$ cat src/rtl/pat_pkg.sv
package pat_pkg;

  localparam int unsigned COORD_WIDTH = 16;
  localparam int unsigned REG_WIDTH   = 16;
  localparam int unsigned REG_IDX_W   = 3;
  localparam int unsigned OP_WIDTH    = 2;

  // fraction bits of the fixed-point factors
  localparam int unsigned SCALE_FRAC = 8;
  localparam int unsigned TRIG_FRAC  = 14;

  localparam logic [REG_WIDTH-1:0] SHIFT_RST = 16'sd0;
  localparam logic [REG_WIDTH-1:0] PIVOT_RST = 16'sd0;
  localparam logic [REG_WIDTH-1:0] SCALE_RST = 16'sd256;
  localparam logic [REG_WIDTH-1:0] COS_RST   = 16'sd16384;
  localparam logic [REG_WIDTH-1:0] SIN_RST   = 16'sd0;

  typedef enum logic [OP_WIDTH-1:0] {
    OP_TRANSLATE = 2'd0,
    OP_SCALE     = 2'd1,
    OP_ROTATE    = 2'd2,
    OP_COMBINED  = 2'd3
  } pat_op_e;

  typedef enum logic [REG_IDX_W-1:0] {
    REG_SHIFT_X = 3'd0,
    REG_SHIFT_Y = 3'd1,
    REG_PIVOT_X = 3'd2,
    REG_PIVOT_Y = 3'd3,
    REG_SCALE_X = 3'd4,
    REG_SCALE_Y = 3'd5,
    REG_COS     = 3'd6,
    REG_SIN     = 3'd7
  } pat_reg_e;

  typedef struct packed {
    pat_op_e op;
    logic    clip;
  } pat_ctrl_t;

endpackage

$ cat src/rtl/pat_translate.sv
module pat_translate #(
  parameter int unsigned COORD_WIDTH = pat_pkg::COORD_WIDTH
) (
  input  logic                                 clk_i,
  input  logic                                 rst_ni,
  input  logic                                 valid_i,
  output logic                                 ready_o,
  input  pat_pkg::pat_ctrl_t                   ctrl_i,
  input  logic [COORD_WIDTH-1:0]               x_i,
  input  logic [COORD_WIDTH-1:0]               y_i,
  input  logic signed [pat_pkg::REG_WIDTH-1:0] shift_x_i,
  input  logic signed [pat_pkg::REG_WIDTH-1:0] shift_y_i,
  output logic                                 valid_o,
  input  logic                                 ready_i,
  output logic                                 clip_o,
  output logic [COORD_WIDTH-1:0]               x_o,
  output logic [COORD_WIDTH-1:0]               y_o
);

  localparam int unsigned RW = pat_pkg::REG_WIDTH;
  localparam int unsigned SW = ((COORD_WIDTH > RW) ? COORD_WIDTH : RW) + 1;

  function automatic logic [COORD_WIDTH:0] sat(input logic [SW-1:0] v);
    logic                   ovf;
    logic [COORD_WIDTH-1:0] r;
    ovf = !((&v[SW-1:COORD_WIDTH-1]) || !(|v[SW-1:COORD_WIDTH-1]));
    if (ovf) begin
      r = v[SW-1] ? {1'b1, {(COORD_WIDTH-1){1'b0}}} : {1'b0, {(COORD_WIDTH-1){1'b1}}};
    end else begin
      r = v[COORD_WIDTH-1:0];
    end
    return {ovf, r};
  endfunction

  logic                   vld_q, adv;
  logic                   clip_q;
  logic [COORD_WIDTH-1:0] x_q, y_q;
  logic [SW-1:0]          sx, sy;
  logic [COORD_WIDTH:0]   satx, saty;
  logic                   active;

  // this stage doubles as the output register
  assign adv = !vld_q || ready_i;

  always_ff @(posedge clk_i or negedge rst_ni) begin
    if (!rst_ni) begin
      vld_q <= 1'b0;
    end else if (adv) begin
      vld_q <= valid_i;
    end
  end

  always_comb begin
    sx = {{(SW-COORD_WIDTH){x_i[COORD_WIDTH-1]}}, x_i}
       + {{(SW-RW){shift_x_i[RW-1]}}, shift_x_i};
    sy = {{(SW-COORD_WIDTH){y_i[COORD_WIDTH-1]}}, y_i}
       + {{(SW-RW){shift_y_i[RW-1]}}, shift_y_i};
    satx = sat(sx);
    saty = sat(sy);
    active = (ctrl_i.op == pat_pkg::OP_TRANSLATE) || (ctrl_i.op == pat_pkg::OP_COMBINED);
  end

  always_ff @(posedge clk_i) begin
    if (adv) begin
      clip_q <= ctrl_i.clip | (active & (satx[COORD_WIDTH] | saty[COORD_WIDTH]));
      x_q    <= active ? satx[COORD_WIDTH-1:0] : x_i;
      y_q    <= active ? saty[COORD_WIDTH-1:0] : y_i;
    end
  end

  assign ready_o = adv;
  assign valid_o = vld_q;
  assign clip_o  = clip_q;
  assign x_o     = x_q;
  assign y_o     = y_q;

endmodule

$ cat config.mk
export PLATFORM = sky130hd
export DESIGN_NAME = pat_translate
export DESIGN_NICKNAME = d
export VERILOG_FILES = /design/src/rtl/pat_pkg.sv /design/src/rtl/pat_translate.sv
export SDC_FILE = /design/constraint.sdc
export NUM_CORES = 1
export LEC_CHECK = 0
export BUFFER_PORTS_ARGS = -buffer_cell sky130_fd_sc_hd__buf_4
export CAP_MARGIN = 20
export CORE_MARGIN = 2
export CORE_UTILIZATION = 40
export DETAILED_ROUTE_END_ITERATION = 8
export PLACE_DENSITY_LB_ADDON = 0.15
export SLEW_MARGIN = 10
export SYNTH_ARGS = -nofsm -noshare
export SYNTH_HDL_FRONTEND = slang
export SYNTH_SLANG_ARGS = --single-unit
$ cat constraint.sdc
create_clock -name clk_i -period 1.7 [get_ports clk_i]
set_input_delay 0 -clock clk_i [delete_from_list [all_inputs] [get_ports clk_i]]
set_output_delay 0 -clock clk_i [all_outputs]
set_load 0.03 [all_outputs]
======== Yosys cells after proc, flatten, opt, wreduce, memory -nomap -nowiden ========
Cells that the tools add are included.
storage, ports and cells
  output and inout bits ................... 35
  input bits .............................. 71
  register bits ........................... 34
  logic and storage cells ................. 30
operators by class
  bitwise logic cells ..................... 3
  equality and inequality tests ........... 1
  muxes and demuxes ....................... 6
  reduce and logical (&&, ||, !) cells .... 14
  $add $sub $neg .......................... 2
operators with widths
  kind                                        count
  16-bit 2-to-1 mux                           6
  16-bit by 16-bit adder with 17-bit output   2
  1-bit logical NOT                           5
  1-bit logical OR                            4
  2-bit AND reduction                         2
  2-bit OR reduction                          2
  2-bit equality test, second input constant  1
  2-bit logical NOT                           1
  1-bit bitwise OR                            2
  1-bit bitwise AND                           1

======== Logic depth before layout (Yosys ltp) ========
  depth in word-level cells ............... 8
  mapped depth ............................ 11
  mapped depth without buffers ............ 9

======== Least setup slack after synthesis ========
Ideal clock, no wire load.
  kind .................................... input port to flip-flop
  from .................................... input port y_i[1]
  to ...................................... register y_q[10], in the netlist y_o[10], data pin
  path buffers ............................ 0
  path slack .............................. -0.821 ns
  required time ........................... 1.423 ns
  arrival ................................. 2.244 ns
  stages .................................. 8
  cells stage by stage .................... ha_1 > a211o_2 > a2111oi_4 > nor4_1 > or4_4 > xnor2_4 > a21oi_1 > a21oi_1
between the ends
  cells in the longest elaborated chain, start to end .. 6
ends and longest elaborated chain
  element                                        line                 RTL
  from (decl)                                    pat_translate.sv:10  input logic [COORD_WIDTH-1:0] y_i,
  16-bit by 16-bit adder with 17-bit output (*)  pat_translate.sv:57  + {{(SW-RW){shift_y_i[RW-1]}}, shift_y_i};
  2-bit OR reduction                             pat_translate.sv:26  ovf = !((&v[SW-1:COORD_WIDTH-1]) || !(|v[SW-1:COORD_WIDTH-1]));
  1-bit logical NOT                              pat_translate.sv:26
  1-bit logical OR                               pat_translate.sv:26
  16-bit 2-to-1 mux (*)                          pat_translate.sv:27  if (ovf) begin
  16-bit 2-to-1 mux (*)                          pat_translate.sv:67  y_q <= active ? saty[COORD_WIDTH-1:0] : y_i;
  to (signal assigned)                           pat_translate.sv:67
  to (decl)                                      pat_translate.sv:37  logic [COORD_WIDTH-1:0] x_q, y_q;
Mark *: on every way between the ends. The rest lies on a longest branch, timed or not.
A chain may end at the register's enable or synchronous reset.

======== Final worst setup path ========
  from .................................... input port y_i[1]
  to ...................................... register y_q[5], in the netlist y_o[5], data pin
The elaborated chain is that of the path after synthesis.

==> reports/metrics.yaml <==
clocking:
  clock-sinks: 34
  root_buffer: "clkbuf_8"
  clockBufferDepth: 2
  cts_buffers: 5
  cts_tree: "done"
  htree_levels: 2
  insertion_delay_ns: 0.29
  path_clk_slew_ns: 0.07
floorplan:
  fp-row-count: 32
  core_um2: 7690
  io_pins: 106
  die_width_um: 92.9
  fp.dieArea_um2: 8620
  die_h_um: 92.9
  initial_utilization_pct: 41.1
global_route:
  gr-usage-all-layers_pct: 25.4
  grt_max_degree: 29
  grt_pass1_vias: 3786
  grt_pass1_wl_mm: 17.4
  overflow: 0
  antenna_found_initial: 0
power_and_ir_drop:
  cellPowerDensity_nw_per_um2: 770
  power_uw: 4410
  leakage_uw: 0.00250
  ir_drop_uv: 434
layout:
  drive_gt1_share_pct: 53.1
  num_antenna_cells: 0
  areaGrowthSynthToFinish_pct: 81.3
  finalNonFillerCells: 678
  nets: 682
  fillCellCount: 540
yosys:
  postSynthCellCount: 354
  yosysWarnings: 0
  synth.distinct_cells: 50
  synth_flop_cell: "edfxtp_1"
  ys_ff_latch: 34
  ys_seq_area_share_pct: 32.2
  synth_edf_count: 33
  synth.avg_cell_area_um2: 8.92
  syn_nets: 459
  async_flop_share_pct: 2.94
  syn_area_um2: 3160
drt:
  routed_wl_mm: 11.0
  wl_per_cell_um: 16.2
  drt_iter0_markers: 118
  vias: 3647
  ant_nets: 0
  first_pass_iters: 5
  drt-vias-per-instance: 5.38
  drcViolationCount: 0
critical_path:
  worstSetupPathType: "primary input to flop"
  critical_path_peak_fanout: 12
  cp.required_ns: 1.73
  worstPathArrival_ns: 2.30
  worstRegToRegCells: 2
  endpoint_kind: "flop"
  regToRegSetupSlack_ns: 0.46
  start_kind: "primary input"
placed_design:
  hpwl_mm: 7.92
  place_inst: 646
  gp_congestion: 0.854
  io_buffers: 105
sta:
  clock_skew_ns: 0.00656
  maxSlewViolCount: 0
  tightestPinTransition_ns: 0.693
  hold_viol_final: 0
  setup_slack_ns: -0.574
  period_share_pct: 134
  grt_setup_unrepaired: "yes"
  setup_viol: 31
  relSlewSlack_pct: 53.5
  max_clock_freq_mhz: 440
  period_minus_slack_ns: 2.27
worst_hold_path:
  min_path_type: "primary input to flop"
  hold_depth: 3
status:
  violations: "setup timing"
  status: "complete, but fails checks"
job:
  maxCapViolCount: 0
[cell usage after synthesis (3+ instances only)]
cell type	n	area, um2
a21o_1	10	75.1
nor3_1	6	30.0
nand4_1	3	18.8
o21bai_1	6	45.0
clkbuf_1	6	22.5
xnor2_1	14	123
nand3_1	8	40.0
clkbuf_8	3	41.3
xor2_1	10	87.6
o21a_1	8	60.1
edfxtp_1	33	991
nor2_1	26	97.6
o211ai_1	3	22.5
nand2_1	35	131
a21oi_1	49	245
nand2b_1	3	18.8
o21ai_0	46	230
nor2b_1	4	25.0
a211oi_1	8	60.1
ha_1	32	400
inv_1	5	18.8
[cells by family after synthesis]
logic type / share of synthesized area, %
buffers and inverters: 3.33
and+or+nand+nor: 13.7
muxes: 0.356
DFF: 32.2
xor gates and xnor gates: 7.52
adders and majority gates: 13.9
AOI/OAI and AO/OA: 29.0
[state kept, by name (all words and copies together) (netlist names)]
signal and count:
valid_o 1, x_o 16, y_o 16, clip_o 1
[layout by cell type (no fill, tap or decap), types with 10 or more instances in the layout]
cell | netlist | final
a21o_1 | 10 | 10
a21oi_1 | 49 | 29
a21oi_2 | 0 | 11
buf_4 | 0 | 200
buf_6 | 2 | 12
edfxtp_1 | 33 | 33
ha_1 | 32 | 18
ha_4 | 0 | 14
nand2_1 | 35 | 34
nor2_1 | 26 | 26
o21ai_0 | 46 | 20
o21ai_1 | 1 | 11
o21ai_2 | 0 | 15
xnor2_1 | 14 | 11
[path summary, 6_finish.rpt]
kind | from | to
max | y_i[1] | y_o[5]$_DFFE_PP_
min | x_i[12] | x_o[12]$_DFFE_PP_
max reg2reg | valid_o$_DFFE_PN0P_ | y_o[11]$_DFFE_PP_
min reg2reg | valid_o$_DFFE_PN0P_ | valid_o$_DFFE_PN0P_
max in group asynchronous | rst_ni | valid_o$_DFFE_PN0P_
min in group asynchronous | rst_ni | valid_o$_DFFE_PN0P_
[report_power, final]
part	total [uW]	internal, uW	switching (uW)	leakage [uW]
clock network	575	268	307	0.0000375
registers	1160	1120	47.8	0.000342
logic	2670	1300	1380	0.00212
[repair_timing]
| item | CTS | global route |
|---|---|---|
| setup buffers | 17 | 6 |
| resized for setup | 56 | 18 |
| setup endpoints to repair | 33 | 32 |
| hold buffers | 4 | 1 |
| pin swaps | 31 | 16 |
| cloned | 1 | 0 |
| endpoints found under the hold margin | 4 | 1 |
[metal layers]
metal | vias up | routed length (um) | track usage (%)
met1 | 1713 | 4600 | 30.5
met3 | 13 | 647 | 4.72
met2 | 133 | 5580 | 45.6
met5 | - | 0 | 0
met4 | 0 | 151 | 7.84
li1 | 1788 | - | -
[worst max-delay path, cell delays in order]
cell	delay, ns
buf_8	0.10
ha_4	0.23
a211o_4	0.33
a2111oi_4	0.35
nor4_1	0.09
or4_4	0.48
xnor2_4	0.19
buf_12	0.15
a21oi_4	0.25
a21oi_1	0.12
[metrics by stage]
stage               hold WS, ns  utilization [%]  area, um2  TNS (ns)  worst slack (ns)
floorplan                -0.296                -       3490    -11.25            -0.569
global placement         -0.224             66.3       5100    -20.56            -0.813
detailed placement       -0.222             66.3       5100    -22.01            -0.894
CTS                     0.00129             73.0       5610     -9.45            -0.553
global route             0.0114             74.5       5730    -12.10            -0.657
finish                  0.00862             74.5       5730     -9.74            -0.574
[area by class of cell]
class | instances | area [um2] | area share [%]
Clock inverter | 1 | 3.75 | 0.0655
Clock buffer | 5 | 68.8 | 1.20
Tap cell | 102 | 128 | 2.23
Inverter | 5 | 18.8 | 0.328
Sequential cell | 34 | 1020 | 17.7
Timing Repair Buffer | 227 | 1880 | 32.8
Multi-Input combinational cell | 304 | 2620 | 45.7
Note: power is estimated with default switching activity, not from simulation.
