<file path="src/rtl/pat_pkg.sv">
package pat_pkg;

  localparam int unsigned COORD_WIDTH = 16;
  localparam int unsigned REG_WIDTH   = 16;
  localparam int unsigned REG_IDX_W   = 3;
  localparam int unsigned OP_WIDTH    = 2;

  // fraction bits of the fixed-point factors
  localparam int unsigned SCALE_FRAC = 8;
  localparam int unsigned TRIG_FRAC  = 14;

  localparam logic [REG_WIDTH-1:0] SHIFT_RST = 16'sd0;
  localparam logic [REG_WIDTH-1:0] PIVOT_RST = 16'sd0;
  localparam logic [REG_WIDTH-1:0] SCALE_RST = 16'sd256;
  localparam logic [REG_WIDTH-1:0] COS_RST   = 16'sd16384;
  localparam logic [REG_WIDTH-1:0] SIN_RST   = 16'sd0;

  typedef enum logic [OP_WIDTH-1:0] {
    OP_TRANSLATE = 2'd0,
    OP_SCALE     = 2'd1,
    OP_ROTATE    = 2'd2,
    OP_COMBINED  = 2'd3
  } pat_op_e;

  typedef enum logic [REG_IDX_W-1:0] {
    REG_SHIFT_X = 3'd0,
    REG_SHIFT_Y = 3'd1,
    REG_PIVOT_X = 3'd2,
    REG_PIVOT_Y = 3'd3,
    REG_SCALE_X = 3'd4,
    REG_SCALE_Y = 3'd5,
    REG_COS     = 3'd6,
    REG_SIN     = 3'd7
  } pat_reg_e;

  typedef struct packed {
    pat_op_e op;
    logic    clip;
  } pat_ctrl_t;

endpackage

</file>
<file path="src/rtl/pat_rotate.sv">
module pat_rotate #(
  parameter int unsigned COORD_WIDTH = pat_pkg::COORD_WIDTH
) (
  input  logic                                 clk_i,
  input  logic                                 rst_ni,
  input  logic                                 valid_i,
  output logic                                 ready_o,
  input  pat_pkg::pat_ctrl_t                   ctrl_i,
  input  logic [COORD_WIDTH-1:0]               x_i,
  input  logic [COORD_WIDTH-1:0]               y_i,
  input  logic signed [pat_pkg::REG_WIDTH-1:0] pivot_x_i,
  input  logic signed [pat_pkg::REG_WIDTH-1:0] pivot_y_i,
  input  logic signed [pat_pkg::REG_WIDTH-1:0] cos_i,
  input  logic signed [pat_pkg::REG_WIDTH-1:0] sin_i,
  output logic                                 valid_o,
  input  logic                                 ready_i,
  output pat_pkg::pat_ctrl_t                   ctrl_o,
  output logic [COORD_WIDTH-1:0]               x_o,
  output logic [COORD_WIDTH-1:0]               y_o
);

  localparam int unsigned RW = pat_pkg::REG_WIDTH;
  localparam int unsigned DW = ((COORD_WIDTH > RW) ? COORD_WIDTH : RW) + 1;
  localparam int unsigned PW = DW + RW;
  localparam int unsigned AW = PW + 1;
  localparam int unsigned QW = AW - pat_pkg::TRIG_FRAC;
  localparam int unsigned SW = QW + 1;
  localparam int unsigned NS = 5;

  function automatic logic [COORD_WIDTH:0] sat(input logic [SW-1:0] v);
    logic                   ovf;
    logic [COORD_WIDTH-1:0] r;
    ovf = !((&v[SW-1:COORD_WIDTH-1]) || !(|v[SW-1:COORD_WIDTH-1]));
    if (ovf) begin
      r = v[SW-1] ? {1'b1, {(COORD_WIDTH-1){1'b0}}} : {1'b0, {(COORD_WIDTH-1){1'b1}}};
    end else begin
      r = v[COORD_WIDTH-1:0];
    end
    return {ovf, r};
  endfunction

  logic [NS-1:0] vld_q, adv;

  always_comb begin
    adv[NS-1] = !vld_q[NS-1] || ready_i;
    for (int k = NS - 2; k >= 0; k--) begin
      adv[k] = !vld_q[k] || adv[k+1];
    end
  end

  always_ff @(posedge clk_i or negedge rst_ni) begin
    if (!rst_ni) begin
      vld_q <= '0;
    end else begin
      vld_q <= (adv & {vld_q[NS-2:0], valid_i}) | (~adv & vld_q);
    end
  end

  pat_pkg::pat_ctrl_t     ctrl0_q, ctrl1_q, ctrl2_q, ctrl3_q, ctrl4_q;
  logic [COORD_WIDTH-1:0] x0_q, y0_q, x1_q, y1_q, x2_q, y2_q, x3_q, y3_q, x4_q, y4_q;
  logic signed [DW-1:0]   dx_d, dy_d, dx_q, dy_q;
  logic signed [PW-1:0]   xc_d, ys_d, xs_d, yc_d, xc_q, ys_q, xs_q, yc_q;
  logic [AW-1:0]          rx_d, ry_d, rx_q, ry_q, bx, by;
  logic [QW-1:0]          qx_q, qy_q;
  logic [SW-1:0]          sx, sy;
  logic [COORD_WIDTH:0]   satx, saty;
  logic                   active;

  always_comb begin
    dx_d = {{(DW-COORD_WIDTH){x_i[COORD_WIDTH-1]}}, x_i}
         - {{(DW-RW){pivot_x_i[RW-1]}}, pivot_x_i};
    dy_d = {{(DW-COORD_WIDTH){y_i[COORD_WIDTH-1]}}, y_i}
         - {{(DW-RW){pivot_y_i[RW-1]}}, pivot_y_i};
    xc_d = dx_q * cos_i;
    ys_d = dy_q * sin_i;
    xs_d = dx_q * sin_i;
    yc_d = dy_q * cos_i;
    rx_d = {xc_q[PW-1], xc_q} - {ys_q[PW-1], ys_q};
    ry_d = {xs_q[PW-1], xs_q} + {yc_q[PW-1], yc_q};
    // bias negative sums so the shift truncates toward zero
    bx = rx_q + {{(AW-pat_pkg::TRIG_FRAC){1'b0}}, {pat_pkg::TRIG_FRAC{rx_q[AW-1]}}};
    by = ry_q + {{(AW-pat_pkg::TRIG_FRAC){1'b0}}, {pat_pkg::TRIG_FRAC{ry_q[AW-1]}}};
    sx = {qx_q[QW-1], qx_q} + {{(SW-RW){pivot_x_i[RW-1]}}, pivot_x_i};
    sy = {qy_q[QW-1], qy_q} + {{(SW-RW){pivot_y_i[RW-1]}}, pivot_y_i};
    satx = sat(sx);
    saty = sat(sy);
    active = (ctrl3_q.op == pat_pkg::OP_ROTATE) || (ctrl3_q.op == pat_pkg::OP_COMBINED);
  end

  always_ff @(posedge clk_i) begin
    if (adv[0]) begin
      ctrl0_q <= ctrl_i;
      x0_q    <= x_i;
      y0_q    <= y_i;
      dx_q    <= dx_d;
      dy_q    <= dy_d;
    end
    if (adv[1]) begin
      ctrl1_q <= ctrl0_q;
      x1_q    <= x0_q;
      y1_q    <= y0_q;
      xc_q    <= xc_d;
      ys_q    <= ys_d;
      xs_q    <= xs_d;
      yc_q    <= yc_d;
    end
    if (adv[2]) begin
      ctrl2_q <= ctrl1_q;
      x2_q    <= x1_q;
      y2_q    <= y1_q;
      rx_q    <= rx_d;
      ry_q    <= ry_d;
    end
    if (adv[3]) begin
      ctrl3_q <= ctrl2_q;
      x3_q    <= x2_q;
      y3_q    <= y2_q;
      qx_q    <= bx[AW-1:pat_pkg::TRIG_FRAC];
      qy_q    <= by[AW-1:pat_pkg::TRIG_FRAC];
    end
    if (adv[4]) begin
      ctrl4_q.op   <= ctrl3_q.op;
      ctrl4_q.clip <= ctrl3_q.clip | (active & (satx[COORD_WIDTH] | saty[COORD_WIDTH]));
      x4_q         <= active ? satx[COORD_WIDTH-1:0] : x3_q;
      y4_q         <= active ? saty[COORD_WIDTH-1:0] : y3_q;
    end
  end

  assign ready_o = adv[0];
  assign valid_o = vld_q[NS-1];
  assign ctrl_o  = ctrl4_q;
  assign x_o     = x4_q;
  assign y_o     = y4_q;

endmodule

</file>
<file path="config.mk">
export PLATFORM = sky130hd
export DESIGN_NAME = pat_rotate
export DESIGN_NICKNAME = d
export VERILOG_FILES = /design/src/rtl/pat_pkg.sv /design/src/rtl/pat_rotate.sv
export SDC_FILE = /design/constraint.sdc
export NUM_CORES = 2
export LEC_CHECK = 0
export ABC_AREA = 0
export CORE_MARGIN = 2
export CORE_UTILIZATION = 28
export DETAILED_ROUTE_END_ITERATION = 8
export DONT_BUFFER_PORTS = 1
export PLACE_DENSITY = 0.44
export SETUP_SLACK_MARGIN = 0.1
export SYNTH_ARGS = -nofsm -noshare
export SYNTH_HDL_FRONTEND = slang
export SYNTH_SLANG_ARGS = --single-unit
</file>
<file path="constraint.sdc">
create_clock -name clk_i -period 14.9 [get_ports clk_i]
set_input_delay 2.98 -clock clk_i [delete_from_list [all_inputs] [get_ports clk_i]]
set_output_delay 2.98 -clock clk_i [all_outputs]
set_load 0.01 [all_outputs]
</file>
# After elaboration in Yosys (flattened, before gate mapping)
# Index checks and enable logic that the tools add are counted.
[totals]
inputBits = 103
output_inout_bits = 37
regBits = 454
[classes]
bitwise = 7
reduce_logical = 21
n_mux = 6
eq_ne = 2
mul = 4
n_addsub = 8
[ops]
columns = ["operator", "count"]
rows = [
  ["17-bit by 16-bit multiplier with 33-bit output", 4],
  ["16-bit 2-to-1 mux", 6],
  ["34-bit by 14-bit adder with 34-bit output", 2],
  ["20-bit by 16-bit adder with 21-bit output", 2],
  ["33-bit by 33-bit adder with 34-bit output", 1],
  ["16-bit by 16-bit subtractor with 17-bit output", 2],
  ["33-bit by 33-bit subtractor with 34-bit output", 1],
  ["6-bit AND reduction", 2],
  ["6-bit OR reduction", 2],
  ["5-bit bitwise AND", 2],
  ["1-bit zero test", 9],
  ["1-bit logical OR", 8],
  ["5-bit inverter", 1],
  ["5-bit OR", 1],
  ["2-bit == test, second input constant", 2],
  ["1-bit OR", 2],
  ["1-bit bitwise AND", 1],
]

# Longest topological paths before layout
[depth]
ltp_word = 9
ltp_mapped = 25
mapped_depth_nobuf = 24

# Least setup slack after synthesis
# No wires, ideal clock.
[synth_timing]
kind = "input to output"
startpoint = "input port ready_i"
endpoint = "output port ready_o"
setup_slack_ps = 2009
arrival_ps = 9911
n_path_buf = 0
t_required_ps = 11920
cell_stages = 4
cell_sequence = "nor2b_1 > nand4_1 > inv_1 > nand2_1"
[synth_between]
elab_chain_len = 5
[synth_rtl]
columns = ["item", "line", "rtl"]
rows = [
  ["from (decl)", "pat_rotate.sv:16", "input logic ready_i,"],
  ["1-bit logical OR", "pat_rotate.sv:45", "adv[NS-1] = !vld_q[NS-1] || ready_i;"],
  ["1-bit logical OR (3 in a row)", "pat_rotate.sv:47", "adv[k] = !vld_q[k] || adv[k+1];"],
  ["named net adv[1]", "pat_rotate.sv:42", "logic [NS-1:0] vld_q, adv;"],
  ["1-bit logical OR", "pat_rotate.sv:47", ""],
  ["to (decl)", "pat_rotate.sv:7", "output logic ready_o,"],
]
# The timed path passes the listed nets, and every way through them passes these cells.

# Final worst setup path
[layout_timing]
startpoint = "input port sin_i[7] (netlist bit)"
endpoint = "register xs_q[32], data pin"
[layout_between]
elab_chain_len = 1
[layout_rtl]
columns = ["item", "line", "rtl"]
rows = [
  ["from (decl)", "pat_rotate.sv:14", "input logic signed [pat_pkg::REG_WIDTH-1:0] sin_i,"],
  ["17-bit by 16-bit multiplier with 33-bit output", "pat_rotate.sv:76", "xs_d = dx_q * sin_i;"],
  ["named net xs_d[32]", "pat_rotate.sv:62", "logic signed [PW-1:0] xc_d, ys_d, xs_d, yc_d, xc_q, ys_q, xs_q, yc_q;"],
  ["to (signal assigned)", "pat_rotate.sv:104", "xs_q <= xs_d;"],
  ["to (decl)", "pat_rotate.sv:62", ""],
]
# The timed path passes the listed nets, and every way through them passes these cells.
# A chain may end at the register's enable or synchronous reset.

==> impl_metrics.json <==
{
  "status": "finished clean",
  "r2r_cells": 22,
  "via_per_inst": 4.54,
  "synth_fp_nets": 7959,
  "synthTopCellsByArea": "fa_1 35%, edfxtp_1 21%, ha_1 9.9%, inv_1 8.1%, and2_1 5.3%",
  "port_buffers": 0,
  "wire_per_inst_microns": 19.1,
  "regArea_sq_um": 13600,
  "grt_max_degree": 110,
  "worstHoldPathType": "flop to flop",
  "finalHoldViolations": 0,
  "critPathKind": "input port to flop",
  "max_freq_ghz": 0.111,
  "grt_pass1_wl_microns": 277000,
  "clockBufferDepth": 3,
  "die_w_microns": 478,
  "post-dp-hpwl_microns": 137000,
  "tightest_slew_ps": 1230,
  "synthCells": 6246,
  "placementRows": 174,
  "cts_root_buffer": "clkbuf_16",
  "fin_util": 0.305,
  "ys_ff_latch": 454,
  "avgSynthCellArea_sq_um": 10.1,
  "drive_gt1_frac": 0.0254,
  "fin_area_sq_um": 68400,
  "vias": 41650,
  "pre_cts_ws_ps": 5230,
  "synth_top_flop_cell": "edfxtp_1",
  "drv_slew": 0,
  "fp.coreArea_sq_um": 224000,
  "area_growth_syn_to_layout_pct": 8.44,
  "yosysSeqAreaShare": 0.216,
  "hold_depth": 0,
  "critPathMaxFanout": 34,
  "postCtsHoldBufs": 0,
  "setup_viol": 0,
  "clk_latency_ps": 700,
  "first_global_vias": 45781,
  "rsz0062_at_grt": "no",
  "cts_made_buffers": 58,
  "synthTopCellsByCount": "1,352 x inv_1, 1,110 x fa_1, 622 x nand2_1, 531 x and2_1, 500 x ha_1",
  "synth_edf_count": 449,
  "postPlaceCellArea_sq_um": 66300,
  "cts_setup_buffers": 0,
  "grt_antenna_before_repair": 9,
  "arrival_ps": 9450,
  "period_share": 0.605,
  "yosys.area.top_type": "fa_1",
  "layout_setup_ws_ps": 5890,
  "multiInputGateArea_sq_um": 43500,
  "drt_iter0_markers": 2103,
  "gp_congestion": 0.813,
  "ys_types": 80,
  "critPathRequiredTime_ps": 15340,
  "drc": 0,
  "ant_nets": 0,
  "crit_path_start_kind": "input port",
  "drv_cap": 0,
  "fin_tns_setup_ps": 0,
  "clock-sinks": 454,
  "path_clk_slew_ps": 60,
  "slew_headroom": 0.159,
  "wl_microns": 175000,
  "overflow": 0,
  "track_usage": 0.156,
  "synthesis.area_sq_um": 63000,
  "nets": 7845,
  "yosysMostFrequentCell": "inv_1",
  "synth_top_area_share": 0.353,
  "tritoncts": "built",
  "die_h_microns": 478,
  "htreeDepth": 2,
  "worst_clock_skew_ps": 58.4,
  "yosysWarningCount": 0,
  "initial_core_util": 0.281,
  "layout_min_cycle_time_ps": 9010,
  "design.die.area_sq_um": 229000,
  "boundaryPins": 140,
  "first_pass_iters": 5,
  "worst_setup_path_end_kind": "flop",
  "fill_cells": 23400,
  "synthArstFlopShare": 0.0110,
  "cts_resized": 0
}
worst max-delay path, cell delays in order:
cell       delay, ps
nand2_1           90
fa_1             560
inv_1             50
fa_1             490
inv_1             60
fa_1             540
inv_1             50
fa_1             450
fa_1             490
inv_1             50
fa_1             470
inv_1             50
ha_1             350
nand2_1           80
a2111oi_0        750
o21ai_0          230
a21boi_0         300
o21ai_0          210
a31oi_1          460
a21o_1           240
a311oi_1         170
mux2i_1          180
nand4_1           90
kinds of logic after synthesis:
kind of cell / share of synthesized area
xor gates and xnor gates: 0.0385
DFF: 0.216
muxes: 0.00113
and+or+nand+nor: 0.131
buffers and inverters: 0.0939
adders and majority gates: 0.452
AOI/OAI and AO/OA: 0.0678
worst paths after layout:
check / from / end / slack (ps)
min in group asynchronous: rst_ni / async pin / 1990
max in group asynchronous: rst_ni / async pin / 12850
worst max register to register: dx_q[13] / xs_q[32] / 7360
worst max-delay path: sin_i[7] / xs_q[32] / 5890
worst min register to register: y1_q[10] / y2_q[10] / 420
worst min-delay path: y1_q[10] / y2_q[10] / 420
through the flow:
stage | std cells | hold slack [ps]
6_report | 9172 | 415
3_5_place_dp | 9064 | 405
4_1_cts | 9168 | 417
2_1_floorplan | 6246 | 400
5_1_grt | 9169 | 421
3_3_place_gp | 9064 | 400
registers in the layout, indices dropped and copies added (netlist names), 16 cells and up, named ones only:
signal and flops:
dy_q 17, x2_q 16, y2_q 16, y1_q 16
yc_q 33, ry_q 34, qx_q 20, dx_q 17
x3_q 16, x_o 16, xs_q 33, ys_q 33
y_o 16, xc_q 33, qy_q 20, y0_q 16
y3_q 16, x1_q 16, x0_q 16, rx_q 34
layout make-up:
type,count,share of cell area
clock buffers,67,0.0217
inverters,1355,0.0744
multi-input cells,4219,0.637
clock inverters,37,0.00802
well taps,2992,0.0548
diodes,4,0.000146
flip-flops and latches,454,0.199
repair buffers,44,0.00502
layout by cell type (no fill, tap or decap), types with 71 or more instances in the layout:
cell type / count
xnor2_1: 219
ha_1: 500
inv_1: 1351
a21o_1: 83
nor2_1: 202
nand3_1: 71
o21ai_0: 110
nand2_1: 620
edfxtp_1: 449
and2_1: 531
fa_1: 1110
a21oi_1: 227
routing by layer:
layer | vias up | routed length (microns) | track usage | share of wire
met2 | 681 | 82800 | 0.263 | 0.47
met5 | - | 15 | 0 | 0.000086
li1 | 19172 | - | - | -
met1 | 21663 | 82300 | 0.217 | 0.47
met3 | 132 | 7800 | 0.0226 | 0.044
met4 | 2 | 2390 | 0.0243 | 0.014
Power is not shown: default switching activity piles up to over one toggle a cycle in this logic, so the estimate is an artifact.
