[src/rtl/pat_pkg.sv]
package pat_pkg;

  localparam int unsigned COORD_WIDTH = 16;
  localparam int unsigned REG_WIDTH   = 16;
  localparam int unsigned REG_IDX_W   = 3;
  localparam int unsigned OP_WIDTH    = 2;

  // fraction bits of the fixed-point factors
  localparam int unsigned SCALE_FRAC = 8;
  localparam int unsigned TRIG_FRAC  = 14;

  localparam logic [REG_WIDTH-1:0] SHIFT_RST = 16'sd0;
  localparam logic [REG_WIDTH-1:0] PIVOT_RST = 16'sd0;
  localparam logic [REG_WIDTH-1:0] SCALE_RST = 16'sd256;
  localparam logic [REG_WIDTH-1:0] COS_RST   = 16'sd16384;
  localparam logic [REG_WIDTH-1:0] SIN_RST   = 16'sd0;

  typedef enum logic [OP_WIDTH-1:0] {
    OP_TRANSLATE = 2'd0,
    OP_SCALE     = 2'd1,
    OP_ROTATE    = 2'd2,
    OP_COMBINED  = 2'd3
  } pat_op_e;

  typedef enum logic [REG_IDX_W-1:0] {
    REG_SHIFT_X = 3'd0,
    REG_SHIFT_Y = 3'd1,
    REG_PIVOT_X = 3'd2,
    REG_PIVOT_Y = 3'd3,
    REG_SCALE_X = 3'd4,
    REG_SCALE_Y = 3'd5,
    REG_COS     = 3'd6,
    REG_SIN     = 3'd7
  } pat_reg_e;

  typedef struct packed {
    pat_op_e op;
    logic    clip;
  } pat_ctrl_t;

endpackage

[src/rtl/pat_scale.sv]
module pat_scale #(
  parameter int unsigned COORD_WIDTH = pat_pkg::COORD_WIDTH
) (
  input  logic                                 clk_i,
  input  logic                                 rst_ni,
  input  logic                                 valid_i,
  output logic                                 ready_o,
  input  pat_pkg::pat_ctrl_t                   ctrl_i,
  input  logic [COORD_WIDTH-1:0]               x_i,
  input  logic [COORD_WIDTH-1:0]               y_i,
  input  logic signed [pat_pkg::REG_WIDTH-1:0] pivot_x_i,
  input  logic signed [pat_pkg::REG_WIDTH-1:0] pivot_y_i,
  input  logic signed [pat_pkg::REG_WIDTH-1:0] scale_x_i,
  input  logic signed [pat_pkg::REG_WIDTH-1:0] scale_y_i,
  output logic                                 valid_o,
  input  logic                                 ready_i,
  output pat_pkg::pat_ctrl_t                   ctrl_o,
  output logic [COORD_WIDTH-1:0]               x_o,
  output logic [COORD_WIDTH-1:0]               y_o
);

  localparam int unsigned RW = pat_pkg::REG_WIDTH;
  localparam int unsigned DW = ((COORD_WIDTH > RW) ? COORD_WIDTH : RW) + 1;
  localparam int unsigned PW = DW + RW;
  localparam int unsigned QW = PW - pat_pkg::SCALE_FRAC;
  localparam int unsigned SW = QW + 1;
  localparam int unsigned NS = 4;

  function automatic logic [COORD_WIDTH:0] sat(input logic [SW-1:0] v);
    logic                   ovf;
    logic [COORD_WIDTH-1:0] r;
    ovf = !((&v[SW-1:COORD_WIDTH-1]) || !(|v[SW-1:COORD_WIDTH-1]));
    if (ovf) begin
      r = v[SW-1] ? {1'b1, {(COORD_WIDTH-1){1'b0}}} : {1'b0, {(COORD_WIDTH-1){1'b1}}};
    end else begin
      r = v[COORD_WIDTH-1:0];
    end
    return {ovf, r};
  endfunction

  logic [NS-1:0] vld_q, adv;

  always_comb begin
    adv[NS-1] = !vld_q[NS-1] || ready_i;
    for (int k = NS - 2; k >= 0; k--) begin
      adv[k] = !vld_q[k] || adv[k+1];
    end
  end

  always_ff @(posedge clk_i or negedge rst_ni) begin
    if (!rst_ni) begin
      vld_q <= '0;
    end else begin
      vld_q <= (adv & {vld_q[NS-2:0], valid_i}) | (~adv & vld_q);
    end
  end

  // stage 0: offset from pivot
  pat_pkg::pat_ctrl_t       ctrl0_q, ctrl1_q, ctrl2_q, ctrl3_q;
  logic [COORD_WIDTH-1:0]   x0_q, y0_q, x1_q, y1_q, x2_q, y2_q, x3_q, y3_q;
  logic signed [DW-1:0]     dx_d, dy_d, dx_q, dy_q;
  logic signed [PW-1:0]     px_d, py_d, px_q, py_q;
  logic [PW-1:0]            bx, by;
  logic signed [QW-1:0]     qx_q, qy_q;
  logic [SW-1:0]            sx, sy;
  logic [COORD_WIDTH:0]     satx, saty;
  logic                     active;

  always_comb begin
    dx_d = {{(DW-COORD_WIDTH){x_i[COORD_WIDTH-1]}}, x_i}
         - {{(DW-RW){pivot_x_i[RW-1]}}, pivot_x_i};
    dy_d = {{(DW-COORD_WIDTH){y_i[COORD_WIDTH-1]}}, y_i}
         - {{(DW-RW){pivot_y_i[RW-1]}}, pivot_y_i};
    px_d = dx_q * scale_x_i;
    py_d = dy_q * scale_y_i;
    // bias negative products so the shift truncates toward zero
    bx = px_q + {{(PW-pat_pkg::SCALE_FRAC){1'b0}}, {pat_pkg::SCALE_FRAC{px_q[PW-1]}}};
    by = py_q + {{(PW-pat_pkg::SCALE_FRAC){1'b0}}, {pat_pkg::SCALE_FRAC{py_q[PW-1]}}};
    sx = {qx_q[QW-1], qx_q} + {{(SW-RW){pivot_x_i[RW-1]}}, pivot_x_i};
    sy = {qy_q[QW-1], qy_q} + {{(SW-RW){pivot_y_i[RW-1]}}, pivot_y_i};
    satx = sat(sx);
    saty = sat(sy);
    active = (ctrl2_q.op == pat_pkg::OP_SCALE) || (ctrl2_q.op == pat_pkg::OP_COMBINED);
  end

  always_ff @(posedge clk_i) begin
    if (adv[0]) begin
      ctrl0_q <= ctrl_i;
      x0_q    <= x_i;
      y0_q    <= y_i;
      dx_q    <= dx_d;
      dy_q    <= dy_d;
    end
    if (adv[1]) begin
      ctrl1_q <= ctrl0_q;
      x1_q    <= x0_q;
      y1_q    <= y0_q;
      px_q    <= px_d;
      py_q    <= py_d;
    end
    if (adv[2]) begin
      ctrl2_q <= ctrl1_q;
      x2_q    <= x1_q;
      y2_q    <= y1_q;
      qx_q    <= bx[PW-1:pat_pkg::SCALE_FRAC];
      qy_q    <= by[PW-1:pat_pkg::SCALE_FRAC];
    end
    if (adv[3]) begin
      ctrl3_q.op   <= ctrl2_q.op;
      ctrl3_q.clip <= ctrl2_q.clip | (active & (satx[COORD_WIDTH] | saty[COORD_WIDTH]));
      x3_q         <= active ? satx[COORD_WIDTH-1:0] : x2_q;
      y3_q         <= active ? saty[COORD_WIDTH-1:0] : y2_q;
    end
  end

  assign ready_o = adv[0];
  assign valid_o = vld_q[NS-1];
  assign ctrl_o  = ctrl3_q;
  assign x_o     = x3_q;
  assign y_o     = y3_q;

endmodule

[config.mk]
export PLATFORM = sky130hd
export DESIGN_NAME = pat_scale
export DESIGN_NICKNAME = d
export VERILOG_FILES = /design/src/rtl/pat_pkg.sv /design/src/rtl/pat_scale.sv
export SDC_FILE = /design/constraint.sdc
export NUM_CORES = 2
export LEC_CHECK = 0
export ABC_AREA = 1
export BUFFER_PORTS_ARGS = -buffer_cell sky130_fd_sc_hd__buf_2
export CAP_MARGIN = 10
export CORE_MARGIN = 8
export CORE_UTILIZATION = 60
export CTS_CLUSTER_SIZE = 30
export DETAILED_ROUTE_END_ITERATION = 7
export PLACE_DENSITY = 0.87
export SLEW_MARGIN = 5
export SYNTH_ARGS = -nofsm -noshare
export SYNTH_HDL_FRONTEND = slang
export SYNTH_SLANG_ARGS = --single-unit
[constraint.sdc]
create_clock -name clk_i -period 8.7 [get_ports clk_i]
set_input_delay 1.305 -clock clk_i [delete_from_list [all_inputs] [get_ports clk_i]]
set_output_delay 1.305 -clock clk_i [all_outputs]
set_load 0.02 [all_outputs]
# Word-level counts from Yosys, hierarchy flattened
# Cells that the tools add are included.
[totals]
ff_bits = 294
inputBits = 103
output_inout_bits = 37
elab_cells = 65
[classes]
addsub = 6
n_mul = 2
n_eq_ne = 2
n_mux = 6
bitwise = 7
reduce_logical = 19
[op_table]
columns = ["op", "count"]
rows = [
  ["2-to-1 mux 16 bit", 6],
  ["adder 33 x 8 -> 33 bit", 2],
  ["multiplier 17 x 16 -> 33 bit", 2],
  ["adder 25 x 16 -> 26 bit", 2],
  ["subtractor 16 x 16 -> 17 bit", 2],
  ["AND reduction 11 bit", 2],
  ["OR reduction 11 bit", 2],
  ["AND 4 bit", 2],
  ["zero test 1 bit", 8],
  ["logical OR 1 bit", 7],
  ["inverter 4 bit", 1],
  ["OR 4 bit", 1],
  ["== test 2 x 1 -> 1 bit (second input constant)", 1],
  ["== test 2 bit (second input constant)", 1],
  ["OR 1 bit", 2],
  ["AND 1 bit", 1],
]

# Logic depth before layout (Yosys ltp)
[logic_depth]
depth_word = 8
mapped_depth = 28
mapped_depth_nobuf = 26

# Least setup slack after synthesis
# OpenSTA, ideal clock, no wires.
[synth_timing]
kind = "in2out"
startpoint = "in ready_i"
endpoint = "out ready_o"
arrival_time_ps = 5735
required_ps = 7395
slack_ps = 1660
cell_stages = 6
path_buffers = 0
path_cell_list = "nor2_1 > inv_1 > nor2_1 > inv_1 > nor2_1 > nand2_1"
[synth_via]
elab_chain_len = 4
[synth_lines]
columns = ["element", "line", "source"]
rows = [
  ["start, declared", "pat_scale.sv:16", "input logic ready_i,"],
  ["logical OR 1 bit", "pat_scale.sv:44", "adv[NS-1] = !vld_q[NS-1] || ready_i;"],
  ["via adv[3]", "pat_scale.sv:41", "logic [NS-1:0] vld_q, adv;"],
  ["logical OR 1 bit", "pat_scale.sv:46", "adv[k] = !vld_q[k] || adv[k+1];"],
  ["via adv[2]", "pat_scale.sv:41", ""],
  ["logical OR 1 bit (2 in a row)", "pat_scale.sv:46", ""],
  ["end, declared", "pat_scale.sv:7", "output logic ready_o,"],
]
# The timed path passes the listed nets, and every way through them passes these cells.

# Worst setup path after layout
[layout_timing]
startpoint = "in scale_x_i[7] in the netlist's numbering"
endpoint = "reg px_q[28], data pin"
[layout_via]
elab_chain_len = 1
[layout_lines]
columns = ["element", "line", "source"]
rows = [
  ["start, declared", "pat_scale.sv:13", "input logic signed [pat_pkg::REG_WIDTH-1:0] scale_x_i,"],
  ["multiplier 17 x 16 -> 33 bit", "pat_scale.sv:74", "px_d = dx_q * scale_x_i;"],
  ["via px_d[28]", "pat_scale.sv:62", "logic signed [PW-1:0] px_d, py_d, px_q, py_q;"],
  ["end signal, assigned", "pat_scale.sv:98", "px_q <= px_d;"],
  ["end, declared", "pat_scale.sv:62", ""],
]
# The timed path passes the listed nets, and every way through them passes these cells.
# A chain may end at the register's enable or synchronous reset.

==> results.md <==
* Status: finished clean
* Synth Area in Compound Gates at 4.19%
* Mean Syn Cell Area at 8.47 um2
* GRT overflow at 0
* Worst R2R Path Depth at 22
* Highest Clock Rate at 150 MHz
* H-tree levels at 1
* DR vias at 28700
* Synthesized area at 38100 um2
* Die area at 71800 um2
* CTS Root Cell: clkbuf_16
* YS warnings at 0
* CTS tree: yes
* Hold Path Stages at 0
* Mux share of post-synthesis cell area at 0%
* Final period utilization at 76.7%
* Max clock buf depth at 3
* Final min period at 6.67 ns
* Port Buffers at 139
* Final Cell Area at 40200 um2
* Total wire length at 89500 um
* Unrepaired setup endpoints after global routing: false
* Post-synth top cells: inv_1, nand2_1, fa_1
* Crit end category: register
* Final setup fails at 0
* Top_reg_cell synth: edfxtp_1
* Pin count of the biggest net entering global routing at 79
* Worst EP arrival at 6.98 ns
* Relative slew slack at 25.0%
* Final hold violation count at 0
* Hold-fix buffers, CTS at 0
* FF/Latch Area at 8810 um2
* Final core utilization at 63.9%
* EDFF count, synth at 290
* Detail Route Antenna Nets at 0
* Syn nets at 5421
* Placed Area at 39400 um2
* Placed wire-length estimate at 75000 um
* Clock Latency Late Sink at 0.55 ns
* Sequence of cells on the critical path: buf_2, nand2_1, fa_1, inv_1, fa_1, inv_1, fa_1, inv_1, fa_1, fa_1, inv_1, fa_1, inv_1, ha_1, nand2_1, nor2_1, nand4_1, o21ai_0, a21oi_1, o21bai_1, nand2_1, nand3_1, nand2_1
* FF+latch count, synth at 294
* Synth unique cells at 48
* Critical R2R Launch: dx_q[7]
* Simple-gate share of the synthesized area at 17.4%
* Routed len/inst at 16.5 um
* Critical Path Max Stage Delay at 0.58 ns
* DRT iter0 DRCs at 2563
* CP required at 9.01 ns
* Die height at 268 um
* Endpoint, Worst Hold: ctrl1_q[2]
* Crit path kind: in -> reg
* Async SR Flop Fraction at 1.36%
* Adder-Cell Fraction of Synth Area at 37.9%
* CTS resizes at 0
* Fill count at 4987
* R2R setup slack at 2.13 ns
* Most used cell, CP: fa_1
* Largest family of logic cells by synthesized area: adder cells
* Clock sink count at 294
* Hold Crit Class: reg -> reg
* Vias in the first global route at 29900
* IO Pins at 140
* Multi-input logic area at 24200 um2
* Die X at 268 um
* Post-CTS setup buffer count at 0
* Rows at 92
* Startpoint Class: input port
* First-pass GRT wire length at 147000 um
* Dominant cell type by area after synthesis: fa_1
* DRC viols at 0
* HP Start: ctrl0_q[2]
* Vias per inst at 5.31
* Fin Setup TNS at 0 ns
* CTS buffer count at 26
* Layout cell share with drive strength beyond 1 at 7.13%
* Final net count at 5464
* Slew of the pin with the lowest slew margin at 1.13 ns
* Slew Limit Fails at 0
* Final hold slack at 0.416 ns
* Initial antenna violation count at 4
* Post-synth top area share at 29.2%
* Placer Congestion at 0.976
* Starting Density at 60.5%
* RR Endpoint: px_q[28]
* Clock transition at path regs at 0.07 ns
* Seq/Total Area, Yosys at 23.1%
* Area Overhead vs Synth at 5.66%
* Maxcap violations at 0
* Crit path max fanout at 17
* Core area at 63000 um2
* Gr usage total at 25.3%
* Crit path max-delay cell type: fa_1
* Syn Inst Count at 4498
* DRT Pass-1 Iters at 6
* Xor/xnor cell area share of the yosys netlist at 4.02%
* Setup Skew at 0.0127 ns
* Synth top area cells: fa_1, edfxtp_1, inv_1, nand2_1, ha_1
* Count leader, synth: inv_1
## critical path, delay by kind of cell
kind / cells / cell delay [ns]
AND/OR/NAND/NOR: 7 / 0.74
adder cells (fa/ha/maj): 7 / 3.42
buffers and inverters: 6 / 0.56
AO/OA/AOI/OAI: 3 / 0.96
## registers in the layout (all words and copies together), names as in the netlist, named ones only
signal / flops
ctrl2_q: 3
ctrl0_q: 3
y1_q: 16
x1_q: 16
y0_q: 16
x2_q: 16
y2_q: 16
qx_q: 25
dy_q: 17
py_q: 33
x_o: 16
dx_q: 17
qy_q: 25
x0_q: 16
px_q: 33
ctrl_o: 3
ctrl1_q: 3
y_o: 16
## logic make-up (layout without fill, tap and decap cells)
group	count (synthesis)	after routing
and+or+nand+nor	1587	1587
buffers and inverters	1342	1405
adders and majority gates	820	820
DFF	294	294
AOI/OAI and AO/OA	280	280
xor gates and xnor gates	175	175
other	0	3
## area by class of cell
class                   instances  share of cell area, %
multi-input cells            2862                   60.1
flip-flops and latches        294                   21.9
inverters                    1215                   11.3
well taps                     846                   2.63
repair buffers                142                   1.78
clock buffers                  32                   1.75
clock inverters                16                  0.457
diodes                          3                 0.0187
## cells in the final DEF, fill, tap and decap left out, types with 5 or more instances in the layout
master and instances:
a21o_1 7, a21oi_1 161, a21oi_2 20, buf_2 139, clkbuf_16 27, edfxtp_1 290, fa_1 556, ha_1 264
inv_1 1204, inv_2 9, nand2_1 1126, nand2_2 43, nand3_1 60, nand3_2 10, nand4_1 49, nand4_2 5
nor2_1 192, nor2_2 27, nor2_4 5, nor3_1 39, nor4_1 11, o21ai_0 58, or2_2 10, xnor2_1 65
xor2_1 110
## through the flow
| step | instances | setup slack [ns] |
|---|---|---|
| detailed placement | 5359 | 1.51 |
| global placement | 5359 | 1.61 |
| global route | 5407 | 1.65 |
| finish | 5410 | 2.03 |
| CTS | 5407 | 2.09 |
| floorplan | 4498 | 1.66 |
## per-layer routing
layer	part of all wire [%]	GRT usage, %	vias up
met4	2.6	7.37	4
met5	0.030	0	-
li1	-	-	13400
met2	48	42.7	1326
met3	8.8	3.88	180
met1	41	33.8	13800
## worst max-delay path by stage
| stage | start | end | slack, ns | depth (start not counted) |
|---|---|---|---|---|
| 3_5_place_dp | scale_x_i[1] | px_q[29] | 1.51 | 19 |
| 5_1_grt | scale_x_i[7] | px_q[28] | 1.65 | 23 |
| 2_1_floorplan | ready_i | ready_o | 1.66 | 6 |
| 3_3_place_gp | scale_x_i[1] | px_q[29] | 1.61 | 19 |
| 6_report | scale_x_i[7] | px_q[28] | 2.03 | 23 |
| 4_1_cts | scale_x_i[1] | px_q[29] | 2.09 | 19 |
Power is left out: the tool's default activity adds up to more than one toggle a clock period on the data nets, which glitch-free logic cannot reach.
